`src/design/pls_pkg.sv`:
```
// Shared constants, types and codes for the positional list store.
// No dependencies; imported by pls_unit, positional_list_store and the bench.
`timescale 1ns / 1ps
`default_nettype none

package pls_pkg;

   // list capacity and derived widths
   localparam int DEPTH = 8;
   localparam int IW    = (DEPTH > 1) ? $clog2(DEPTH) : 1;   // entry index
   localparam int CW    = $clog2(DEPTH + 1);                  // length count
   localparam int CMP_W = ((CW > 8) ? CW : 8) + 1;            // position compare

   // command codes
   localparam logic [1:0] CMD_GET    = 2'd0;
   localparam logic [1:0] CMD_FIND   = 2'd1;
   localparam logic [1:0] CMD_DELETE = 2'd2;
   localparam logic [1:0] CMD_INSERT = 2'd3;

   typedef logic [IW-1:0] idx_type;
   typedef logic [CW-1:0] cnt_type;
   typedef logic [31:0]   word_type;

   // operands of the shared step/compare unit
   typedef struct packed {
      idx_type  idx;
      idx_type  stop;
      logic     down;
      word_type data;
      word_type key;
   } unit_in_type;

   // results of the shared step/compare unit
   typedef struct packed {
      idx_type nxt;
      logic    at_stop;
      logic    match;
   } unit_out_type;

endpackage

`default_nettype wire

```
`src/design/pls_unit.sv`:
```
// Shared step and compare unit: next index up or down, end-of-walk check,
// and key match against the entry just read. Depends on pls_pkg.
`timescale 1ns / 1ps
`default_nettype none

module pls_unit
   import pls_pkg::*;
(
   input  wire unit_in_type  unit_in,
   output unit_out_type      unit_out
);

   always_comb begin
      unit_out.nxt     = unit_in.down ? (unit_in.idx - idx_type'(1))
                                      : (unit_in.idx + idx_type'(1));
      unit_out.at_stop = (unit_in.idx == unit_in.stop);
      unit_out.match   = (unit_in.data == unit_in.key);
   end

endmodule

`default_nettype wire

```
`src/design/positional_list_store.sv`:
```
// Top level of the positional list store: command sequencer, entry memory
// and response registers. Depends on pls_pkg and pls_unit.
`timescale 1ns / 1ps
`default_nettype none

// Channel    | Ports                                                  | Handshake
// -----------+--------------------------------------------------------+-------------------------
// command    | start, req_command, req_position, req_value            | beat when start && !busy
// response   | rsp_valid, rsp_status, rsp_data_out,                   | one-cycle strobe,
//            | rsp_found_position, rsp_list_length                    | no back-pressure
//
// One command is handled at a time; busy stays high until its response is
// registered. Every step goes through the single read port of the entry
// memory and the one shared step/compare unit. A get reads and captures one
// entry; a find reads and compares entries from the first one up; a delete
// captures the entry, then moves each later entry down one slot; an insert
// moves entries up one slot from the end to the target, then writes the value.
// The response shows in the first cycle that busy is low again; for a
// rejected command, in the cycle after the beat. Reset (synchronous)
// empties the list; entry contents are not cleared. The response side
// cannot stall, so a beat is never held.

module positional_list_store
   import pls_pkg::*;
(
   input  wire              clock,
   input  wire              reset,

   input  wire              start,
   output logic             busy,
   input  wire  [1:0]       req_command,
   input  wire  [7:0]       req_position,
   input  wire  [31:0]      req_value,

   output logic             rsp_valid,
   output logic             rsp_status,
   output logic [31:0]      rsp_data_out,
   output logic [3:0]       rsp_found_position,
   output logic [3:0]       rsp_list_length
);

   // sequencer states
   localparam logic [3:0] S_IDLE     = 4'd0;
   localparam logic [3:0] S_GET_RD   = 4'd1;
   localparam logic [3:0] S_GET_CAP  = 4'd2;
   localparam logic [3:0] S_FIND_RD  = 4'd3;
   localparam logic [3:0] S_FIND_CMP = 4'd4;
   localparam logic [3:0] S_DEL_RD   = 4'd5;
   localparam logic [3:0] S_DEL_CAP  = 4'd6;
   localparam logic [3:0] S_MV_RD    = 4'd7;
   localparam logic [3:0] S_MV_WR    = 4'd8;

   // control state
   logic [3:0] state_ff, state_in;
   cnt_type    count_ff, count_in;
   logic       rsp_valid_ff;

   // working registers of the command in flight
   idx_type    idx_ff,  idx_in;
   idx_type    stop_ff, stop_in;
   logic       down_ff, down_in;
   word_type   key_ff,  key_in;
   word_type   hold_ff, hold_in;

   // response payload
   logic       rsp_status_ff;
   word_type   rsp_data_out_ff;
   logic [3:0] rsp_found_position_ff;
   logic [3:0] rsp_list_length_ff;

   // entry memory: one write port, one registered read port
   word_type   mem [DEPTH];
   word_type   rd_data_ff;
   idx_type    rd_addr;
   logic       wr_en;
   idx_type    wr_addr;
   word_type   wr_data;

   // completion
   logic       fin;
   logic       fin_status;
   word_type   fin_data;
   logic [3:0] fin_found;

   // request decode
   logic       pos_nonzero;
   logic       pos_in_list;
   logic       pos_in_ins;
   logic       list_full;
   idx_type    pos_idx;
   idx_type    last_idx;

   unit_in_type  unit_in;
   unit_out_type unit_out;

   pls_unit u_unit (
      .unit_in  (unit_in),
      .unit_out (unit_out)
   );

   assign unit_in.idx  = idx_ff;
   assign unit_in.stop = stop_ff;
   assign unit_in.down = down_ff;
   assign unit_in.data = rd_data_ff;
   assign unit_in.key  = key_ff;

   // position checks against the current length
   assign pos_nonzero = (req_position != 8'd0);
   assign pos_in_list = (CMP_W'(req_position) <= CMP_W'(count_ff));
   assign pos_in_ins  = (CMP_W'(req_position) <= (CMP_W'(count_ff) + CMP_W'(1)));
   assign list_full   = (count_ff >= cnt_type'(DEPTH));
   assign pos_idx     = IW'(req_position - 8'd1);
   assign last_idx    = IW'(count_ff - cnt_type'(1));

   // during a shift walk, read the source entry ahead of the write
   assign rd_addr = (state_ff == S_MV_RD) ? unit_out.nxt : idx_ff;

   always_comb begin
      state_in   = state_ff;
      count_in   = count_ff;
      idx_in     = idx_ff;
      stop_in    = stop_ff;
      down_in    = down_ff;
      key_in     = key_ff;
      hold_in    = hold_ff;
      wr_en      = 1'b0;
      wr_addr    = idx_ff;
      wr_data    = rd_data_ff;
      fin        = 1'b0;
      fin_status = 1'b0;
      fin_data   = '0;
      fin_found  = 4'd0;

      case (state_ff)
         S_IDLE: begin
            if (start) begin
               key_in  = req_value;
               down_in = (req_command == CMD_INSERT);
               case (req_command)
                  CMD_GET: begin
                     if (pos_nonzero && pos_in_list) begin
                        idx_in   = pos_idx;
                        state_in = S_GET_RD;
                     end else begin
                        fin        = 1'b1;
                        fin_status = 1'b1;
                     end
                  end
                  CMD_FIND: begin
                     if (count_ff != '0) begin
                        idx_in   = '0;
                        stop_in  = last_idx;
                        state_in = S_FIND_RD;
                     end else begin
                        fin        = 1'b1;
                        fin_status = 1'b1;
                     end
                  end
                  CMD_DELETE: begin
                     if (pos_nonzero && pos_in_list) begin
                        idx_in   = pos_idx;
                        stop_in  = last_idx;
                        state_in = S_DEL_RD;
                     end else begin
                        fin        = 1'b1;
                        fin_status = 1'b1;
                     end
                  end
                  CMD_INSERT: begin
                     if (pos_nonzero && !list_full && pos_in_ins) begin
                        // walk down from the first free slot to the target
                        idx_in   = IW'(count_ff);
                        stop_in  = pos_idx;
                        state_in = S_MV_RD;
                     end else begin
                        fin        = 1'b1;
                        fin_status = 1'b1;
                     end
                  end
                  default: begin
                     fin        = 1'b1;
                     fin_status = 1'b1;
                  end
               endcase
            end
         end
         S_GET_RD: begin
            state_in = S_GET_CAP;
         end
         S_GET_CAP: begin
            fin      = 1'b1;
            fin_data = rd_data_ff;
            state_in = S_IDLE;
         end
         S_FIND_RD: begin
            state_in = S_FIND_CMP;
         end
         S_FIND_CMP: begin
            if (unit_out.match) begin
               fin       = 1'b1;
               fin_found = 4'(cnt_type'(idx_ff) + cnt_type'(1));
               state_in  = S_IDLE;
            end else if (unit_out.at_stop) begin
               fin        = 1'b1;
               fin_status = 1'b1;
               state_in   = S_IDLE;
            end else begin
               idx_in   = unit_out.nxt;
               state_in = S_FIND_RD;
            end
         end
         S_DEL_RD: begin
            state_in = S_DEL_CAP;
         end
         S_DEL_CAP: begin
            hold_in  = rd_data_ff;
            state_in = S_MV_RD;
         end
         S_MV_RD: begin
            if (unit_out.at_stop) begin
               fin      = 1'b1;
               state_in = S_IDLE;
               if (down_ff) begin
                  // drop the new value into the opened slot
                  wr_en    = 1'b1;
                  wr_data  = key_ff;
                  count_in = count_ff + cnt_type'(1);
               end else begin
                  fin_data = hold_ff;
                  count_in = count_ff - cnt_type'(1);
               end
            end else begin
               state_in = S_MV_WR;
            end
         end
         S_MV_WR: begin
            // move the neighbor just read into the current slot, then advance
            wr_en    = 1'b1;
            wr_data  = rd_data_ff;
            idx_in   = unit_out.nxt;
            state_in = S_MV_RD;
         end
         default: begin
            state_in = S_IDLE;
         end
      endcase
   end

   always_ff @(posedge clock) begin
      if (reset) begin
         state_ff     <= S_IDLE;
         count_ff     <= '0;
         rsp_valid_ff <= 1'b0;
      end else begin
         state_ff     <= state_in;
         count_ff     <= count_in;
         rsp_valid_ff <= fin;
      end
   end

   always_ff @(posedge clock) begin
      idx_ff  <= idx_in;
      stop_ff <= stop_in;
      down_ff <= down_in;
      key_ff  <= key_in;
      hold_ff <= hold_in;
      if (fin) begin
         rsp_status_ff         <= fin_status;
         rsp_data_out_ff       <= fin_data;
         rsp_found_position_ff <= fin_found;
         rsp_list_length_ff    <= 4'(count_in);
      end
   end

   always_ff @(posedge clock) begin
      if (wr_en) begin
         mem[wr_addr] <= wr_data;
      end
      rd_data_ff <= mem[rd_addr];
   end

   assign busy               = (state_ff != S_IDLE);
   assign rsp_valid          = rsp_valid_ff;
   assign rsp_status         = rsp_status_ff;
   assign rsp_data_out       = rsp_data_out_ff;
   assign rsp_found_position = rsp_found_position_ff;
   assign rsp_list_length    = rsp_list_length_ff;

`ifndef NO_ASSERTIONS
   // an accepted beat either starts a walk or answers on the next cycle
   a_accept_progress: assert property (@(posedge clock) disable iff (reset)
      (start && !busy) |=> (busy || rsp_valid))
      else $error("accepted command neither busy nor answered");

   // the length only moves together with a response
   a_count_with_rsp: assert property (@(posedge clock) disable iff (reset)
      (!$past(reset) && (count_ff != $past(count_ff))) |-> rsp_valid)
      else $error("length changed without a response");

   // a reported match is always a success
   a_found_ok: assert property (@(posedge clock) disable iff (reset)
      (rsp_valid && (rsp_found_position != 4'd0)) |-> !rsp_status)
      else $error("found position with failure status");

   // the length never exceeds capacity
   a_count_range: assert property (@(posedge clock) disable iff (reset)
      count_ff <= cnt_type'(DEPTH))
      else $error("length above capacity");
`endif

endmodule

`default_nettype wire

```
`config.mk`:
```
export PLATFORM = sky130hd
export DESIGN_NAME = positional_list_store
export DESIGN_NICKNAME = d
export VERILOG_FILES = /design/src/design/pls_pkg.sv /design/src/design/pls_unit.sv /design/src/design/positional_list_store.sv
export SDC_FILE = /design/constraint.sdc
export NUM_CORES = 1
export LEC_CHECK = 0
export ABC_AREA = 1
export BUFFER_PORTS_ARGS = -buffer_cell sky130_fd_sc_hd__buf_4
export CORE_MARGIN = 3
export CORE_UTILIZATION = 30
export DETAILED_ROUTE_END_ITERATION = 10
export GPL_TIMING_DRIVEN = 1
export PLACE_DENSITY = 0.46
export SLEW_MARGIN = 10
export SYNTH_ARGS = -nofsm -noshare
export SYNTH_HDL_FRONTEND = slang
export SYNTH_HIERARCHICAL = 1
export SYNTH_SLANG_ARGS = --single-unit
```
`constraint.sdc`:
```
create_clock -name clock -period 3.9 [get_ports clock]
set_input_delay 0.195 -clock clock [delete_from_list [all_inputs] [get_ports clock]]
set_output_delay 0.195 -clock clock [all_outputs]
set_load 0.1 [all_outputs]
```
Word-level counts from Yosys, hierarchy flattened
Memory sizes are Yosys's and may differ from the RTL's. A register that Yosys moved wholly into a read port is not among the register bits.
Cells that the tools add are included.
{"block": "classes", "eq_ne": 24, "reduce_logical": 18, "add_sub_neg": 7, "order_cmp": 3, "n_mux": 48}
{"op": "2-to-1 mux 32 bit", "n": 5}
{"op": "case mux 32 bit (2 select lines)", "n": 1}
{"op": "2-to-1 mux 4 bit", "n": 9}
{"op": "2-to-1 mux 3 bit", "n": 11}
{"op": "== test 32 bit", "n": 1}
{"op": "case mux 4 bit (7 select lines)", "n": 1}
{"op": "case mux 3 bit (3 select lines)", "n": 3}
{"op": "== test 4 x 3 -> 1 bit, second input constant", "n": 4}
{"op": "case mux 4 bit (4 select lines)", "n": 1}
{"op": "inequality test 3 bit, second input constant", "n": 5}
{"op": "2-to-1 mux 1 bit", "n": 11}
{"op": "inequality test 2 bit, second input constant", "n": 5}
{"op": "== test 4 x 2 -> 1 bit, second input constant", "n": 2}
{"op": "less-or-equal comparator 8 x 4 -> 1 bit", "n": 1}
{"op": "less-or-equal comparator 8 x 5 -> 1 bit", "n": 1}
{"op": "nonzero test 4 bit", "n": 2}
{"op": "nonzero test 8 bit", "n": 1}
{"op": "AND reduction 7 bit", "n": 1}
{"op": "AND reduction 6 bit", "n": 1}
{"op": "nonzero test 3 bit", "n": 2}
{"op": "subtractor 3 x 1 -> 3 bit, second input constant", "n": 2}
{"op": "adder 4 x 1 -> 5 bit, second input constant", "n": 1}
{"op": "AND reduction 5 bit", "n": 1}
{"op": "adder 3 x 1 -> 4 bit, second input constant", "n": 1}
{"op": "other kinds (20)", "n": 27}
{"block": "totals", "reg_bits": 121, "in_bits": 45, "mem_bits_rw": 256, "memories": 1, "output_inout_bits": 43}
{"memory": "mem", "depth": 8, "width": 32, "read_ports": 1, "rd_clocked_by_memory_dff": 1, "write_ports": 1, "line_no": "positional_list_store.sv:72", "source": "word_type mem [DEPTH];"}

Depth between registers and ports, before layout
{"block": "logic_depth", "word_depth": 8, "mapped_depth": 17}

Cells and area by module
Netlist, hierarchy kept.
{"mod": "positional_list_store", "area_per_inst_um2": 16319.4, "cells_each": 1284, "n_inst": 1}
{"mod": "pls_unit", "area_per_inst_um2": 729.4, "cells_each": 179, "n_inst": 1}

Worst setup path before layout
No wires, ideal clock.
{"block": "synth_path", "kind": "reg2reg", "startpoint": "register state_ff[0]", "endpoint": "register rsp_data_out_ff[0] (netlist: rsp_data_out[0]), enable pin", "stages_incl_launch_ff": 6, "arrival_time_ns": 4.104, "synth_period_minus_slack_ns": 4.503, "setup_slack_ns": -0.603, "setup_time_ns": 0.399, "required_time_ns": 3.501, "path_cell_list": "dfxtp_1 nor2_1 nand2_1 nor2_1 nand2_1 nand2_1"}
{"block": "synth_via", "elab_chain_len": 2, "elab_cells_between_ends": 5, "cone_classes": "3 x eq/ne; 1 x mux; 1 x reduce/logical"}
{"item": "from (decl)", "line_no": "positional_list_store.sv:54", "source": "logic [3:0] state_ff, state_in;"}
{"item": "from (signal assigned)", "line_no": "positional_list_store.sv:255", "source": "state_ff <= state_in;"}
{"item": "== test 4 x 3 -> 1 bit (tied with other cells)", "line_no": "positional_list_store.sv:134", "source": "case (state_ff)"}
{"item": "case mux 1 bit (4 select lines) *", "line_no": "positional_list_store.sv:134"}
{"item": "via fin", "line_no": "positional_list_store.sv:80", "source": "logic fin;"}
{"item": "to (signal assigned)", "line_no": "positional_list_store.sv:269", "source": "rsp_data_out_ff <= fin_data;"}
{"item": "to (decl)", "line_no": "positional_list_store.sv:67", "source": "word_type rsp_data_out_ff;"}
The timed path passes the listed nets; every way through them passes the cells marked *.
A chain may end at the register's enable or synchronous reset.

==> implementation parameters <==
Parameter                              Value

Yosys
  Async set-or-reset flop fraction in the synthesized netlist ... 0
  Number of nets in the synthesized netlist ... 1523
  Synthesized instance count ... 1463
  Yosys cell types ... 43
  Proportion of synthesized chip area in sequential cells ... 0.696
  #FFs+latches synth ... 409
  Syn. warnings ... 6
  Top_reg_cell synth ... sky130_fd_sc_hd__edfxtp_1
  Total standard cell area after synthesis ... 17000 um^2
  Avg Inst Size Synth ... 11.7 um^2
  Number of synthesized flops with an enable pin ... 368

STA
  Final hold violation count ... 0
  Min Tclk post-route ... 3.13 ns
  Highest Clock Rate ... 0.320 GHz
  Final worst clock skew ... 0.0112 ns
  Rel. slew slack ... 0.262
  Setup TNS ... 0 ns
  Slew at the pin with the worst max-slew slack ... 1.10 ns
  Unrepaired setup endpoints after global routing ... false
  Setup-violating endpoint count in the final report ... 0
  Tcrit/Tclk final ... 0.802
  Number of max-slew violations in the final report ... 0

CTS
  Number of cells upsized or downsized after cts ... 0
  Maximum count of clock buffers along a single path ... 3
  CTS clk-pin slew, worst paths ... 0.06 ns
  Clock sink count ... 409
  Clock buffers created by TritonCTS ... 46
  Setup repair bufs after CTS ... 0
  Number of levels in the clock H-tree ... 2
  TritonCTS clock tree ... done
  Later-pin clock latency in the skew report ... 0.57 ns
  Clock root buffer ... sky130_fd_sc_hd__clkbuf_16

GRT
  Antenna violations before repair ... 0
  Global-route wire length before repair ... 65900 um
  Met3 demand-to-capacity share in global routing ... 0.0225
  Total global routing overflow ... 0
  Maximum number of pins on one net before global-route repair ... 65
  Total GRT Usage ... 0.144
  M1 GR Usage ... 0.200
  Vias in the first global route ... 10800
  Met2 capacity usage during global routing ... 0.232
  GRT Max-Usage Layer ... met2

Critical path
  WP data arrival ... 3.39 ns
  Reg2reg setup slack ... 0.77 ns
  Critical path class ... reg -> reg
  WP data required ... 4.16 ns
  Capture point of the critical path ... mem[7][22]
  Kind of start point of the critical path ... register
  Timing startpoint of the critical path ... idx_ff[2]
  Depth of the worst register-to-register path ... 9
  Start of the worst register-to-register path ... idx_ff[2]
  Crit path max fanout ... 13
  Endpoint of the lowest-slack register-to-register path ... mem[7][22]
  Kind of end point of the critical path ... register

Power and ir drop
  Max rail drop VDD ... 0.000303 V
  Power dissipated by switching net loads ... 3.45 mW
  Combinational share of power ... 0.175
  Internal power component ... 8.26 mW
  Total power density per cell area ... 573 nW/um^2
  Leakage dissipation ... 7.59 nW
  Seq pwr share ... 0.464
  Fraction of power spent switching nets ... 0.294
  Portion of total power attributed to the clock network ... 0.361

Finish
  Nets@finish ... 1656
  Fraction of final layout cells with drive strength greater than 1 ... 0.148
  Antenna cells ... 0
  Area Overhead vs Synth ... 19.8%
  Total non-filler cell area in the finished layout ... 20400 um^2

Floorplan
  Area inside the core boundary ... 55600 um^2
  Initial standard-cell utilization of the core ... 0.306
  Die Span X ... 244 um
  Number of ports placed on the die boundary ... 88
  Die Height ... 244 um
  # rows ... 86
  Die Area ... 59700 um^2

Routing
  Initial drt markers ... 664
  Number of detailed-routing iterations run before antenna repair ... 5
  Wire length per cell ... 18.1 um
  Post-route DRC ... 0
  ANT nets after route ... 0
  Total number of vias ... 10800
  Post-Route WL ... 43000 um
  Via density ... 4.55

Job
  Number of max-capacitance violations reported ... 0

Hold path
  Hold Path Class ... in -> reg

Place
  Dpl cell area ... 18600 um^2
  Weighted congestion at the end of routability-driven global placement ... 0.791
  Port-buffer cells ... 87
  Placed wire-length estimate ... 25600 um

Outcome
  Result of the run ... completed
placed cells by master (no fill, tap or decap), types with 5 or more instances in the layout:
cell type                       synthesis  layout
sky130_fd_sc_hd__a21oi_1               11      11
sky130_fd_sc_hd__buf_4                  2     110
sky130_fd_sc_hd__clkbuf_1              22       7
sky130_fd_sc_hd__clkbuf_16              0      46
sky130_fd_sc_hd__clkbuf_8               0       7
sky130_fd_sc_hd__clkinv_1               3      12
sky130_fd_sc_hd__clkinv_2               0       9
sky130_fd_sc_hd__dfxtp_1               41      41
sky130_fd_sc_hd__dlygate4sd3_1          0      34
sky130_fd_sc_hd__edfxtp_1             368     368
sky130_fd_sc_hd__ha_1                  14      14
sky130_fd_sc_hd__inv_1                146     146
sky130_fd_sc_hd__nand2_1              203     202
sky130_fd_sc_hd__nand3_1               37      37
sky130_fd_sc_hd__nor2_1               202     193
sky130_fd_sc_hd__nor2_4                 0      10
sky130_fd_sc_hd__o211ai_1              64      64
sky130_fd_sc_hd__o21ai_0              104     104
sky130_fd_sc_hd__o21ai_1               88      87
sky130_fd_sc_hd__or2_1                 30      30
sky130_fd_sc_hd__or2_2                 35      35
sky130_fd_sc_hd__xnor2_1                5       5
sky130_fd_sc_hd__xor2_1                10      10
power by group through the flow:
stage | combinational [mW] | clock, mW | sequential (mW)
6_report | 2.05 | 4.22 | 5.43
5_1_grt | 2.27 | 4.55 | 5.47
4_1_cts | 2.07 | 4.38 | 5.43
3_5_place_dp | 2.04 | 0 | 5.52
3_3_place_gp | 2.04 | 0 | 5.52
2_1_floorplan | 1.04 | 0 | 5.89
through the flow:
stage / total power [mW] / util / std cells / hold WS, ns / setup WS, ns
3_5_place_dp: 7.56 / 0.334 / 2262 / 0.374 / 0.730
6_report: 11.7 / 0.367 / 2381 / 0.100 / 0.771
4_1_cts: 11.9 / 0.367 / 2381 / 0.0600 / 0.728
3_3_place_gp: 7.56 / 0.334 / 2262 / 0.374 / 0.716
2_1_floorplan: 6.93 / - / 1463 / 0.264 / 0.376
5_1_grt: 12.3 / 0.367 / 2381 / 0.141 / 0.490
repair_timing:
| action | in CTS | in global routing |
|---|---|---|
| endpoints found under the setup margin | 0 | 0 |
| hold buffers | 34 | 0 |
| hold endpoints to repair | 39 | 0 |
routing by layer:
| metal | vias to the layer above | part of all wire |
|---|---|---|
| li1 | 5312 | - |
| met1 | 5219 | 0.47 |
| met2 | 226 | 0.46 |
| met3 | 66 | 0.043 |
| met4 | 0 | 0.024 |
| met5 | - | 0 |
how the worst min path moves through the flow:
stage	startpoint	to	slack, ns	cells past startpoint
detailed placement	req_value[22]	key_ff[22]	0.37	1
global route	start	state_ff[2]	0.14	5
global placement	req_value[19]	key_ff[19]	0.37	1
CTS	req_command[1]	state_ff[2]	0.06	5
finish	req_command[1]	state_ff[2]	0.10	5
floorplan	reset	count_ff[1]	0.26	1
state kept, by name (all words and copies together), names as in the netlist:
register            flops
key_ff                 32
rsp_found_position      4
rsp_list_length         4
rsp_status              1
idx_ff                  3
hold_ff                32
count_ff                4
mem                   256
rd_data_ff             32
down_ff                 1
stop_ff                 3
rsp_valid               1
rsp_data_out           32
state_ff                4
synthesized netlist by cell type (2+ instances only):
| cell type | n | share of area |
|---|---|---|
| sky130_fd_sc_hd__edfxtp_1 | 368 | 0.65 |
| sky130_fd_sc_hd__nand2_1 | 203 | 0.045 |
| sky130_fd_sc_hd__nor2_1 | 202 | 0.044 |
| sky130_fd_sc_hd__inv_1 | 146 | 0.032 |
| sky130_fd_sc_hd__o21ai_0 | 104 | 0.031 |
| sky130_fd_sc_hd__o21ai_1 | 88 | 0.026 |
| sky130_fd_sc_hd__o211ai_1 | 64 | 0.028 |
| sky130_fd_sc_hd__dfxtp_1 | 41 | 0.048 |
| sky130_fd_sc_hd__nand3_1 | 37 | 0.011 |
| sky130_fd_sc_hd__or2_2 | 35 | 0.013 |
| sky130_fd_sc_hd__or2_1 | 30 | 0.011 |
| sky130_fd_sc_hd__clkbuf_1 | 22 | 0.0048 |
| sky130_fd_sc_hd__buf_2 | 20 | 0.0059 |
| sky130_fd_sc_hd__buf_6 | 15 | 0.0099 |
| sky130_fd_sc_hd__ha_1 | 14 | 0.010 |
| sky130_fd_sc_hd__a21oi_1 | 11 | 0.0032 |
| sky130_fd_sc_hd__xor2_1 | 10 | 0.0051 |
| sky130_fd_sc_hd__xnor2_1 | 5 | 0.0026 |
| sky130_fd_sc_hd__a32o_1 | 4 | 0.0023 |
| sky130_fd_sc_hd__nand4_1 | 4 | 0.0015 |
| sky130_fd_sc_hd__nor3_1 | 4 | 0.0012 |
| sky130_fd_sc_hd__clkinv_1 | 3 | 0.00066 |
| sky130_fd_sc_hd__inv_2 | 3 | 0.00066 |
| sky130_fd_sc_hd__nand2_2 | 3 | 0.0011 |
| sky130_fd_sc_hd__o22ai_1 | 3 | 0.0011 |
| sky130_fd_sc_hd__a31oi_1 | 2 | 0.00073 |
| sky130_fd_sc_hd__buf_1 | 2 | 0.00044 |
| sky130_fd_sc_hd__buf_4 | 2 | 0.00088 |
| sky130_fd_sc_hd__mux2_2 | 2 | 0.0013 |
| sky130_fd_sc_hd__nand3b_1 | 2 | 0.00088 |
| sky130_fd_sc_hd__o21ai_2 | 2 | 0.0010 |
worst max-delay path: stages (launching register included):
cell and delay [ns]:
sky130_fd_sc_hd__edfxtp_1 0.49, sky130_fd_sc_hd__xor2_1 0.21, sky130_fd_sc_hd__nor3_1 0.44, sky130_fd_sc_hd__nand2_2 0.25, sky130_fd_sc_hd__nor2_4 0.14, sky130_fd_sc_hd__inv_1 0.12, sky130_fd_sc_hd__nand2_1 0.10, sky130_fd_sc_hd__nand2_1 0.22
sky130_fd_sc_hd__nor2_4 0.51, sky130_fd_sc_hd__buf_4 0.33
layout make-up:
class / instances / area (um^2)
Inverter: 152 / 571
Sequential cell: 409 / 11900
Clock inverter: 25 / 210
Fill cell: 5396 / 35200
Timing Repair Buffer: 148 / 1250
Clock buffer: 60 / 1270
Multi-Input combinational cell: 839 / 4310
Tap cell: 748 / 936
kinds of logic after synthesis:
group / Yosys count / share of synthesized area
flops: 409 / 0.696
fa+ha+maj: 15 / 0.0114
mux: 2 / 0.00132
simple gates: 525 / 0.132
buf+inv: 215 / 0.0566
xor+xnor: 15 / 0.00771
compound gates: 282 / 0.0951
No activity file was read; power rests on OpenSTA's default activity.
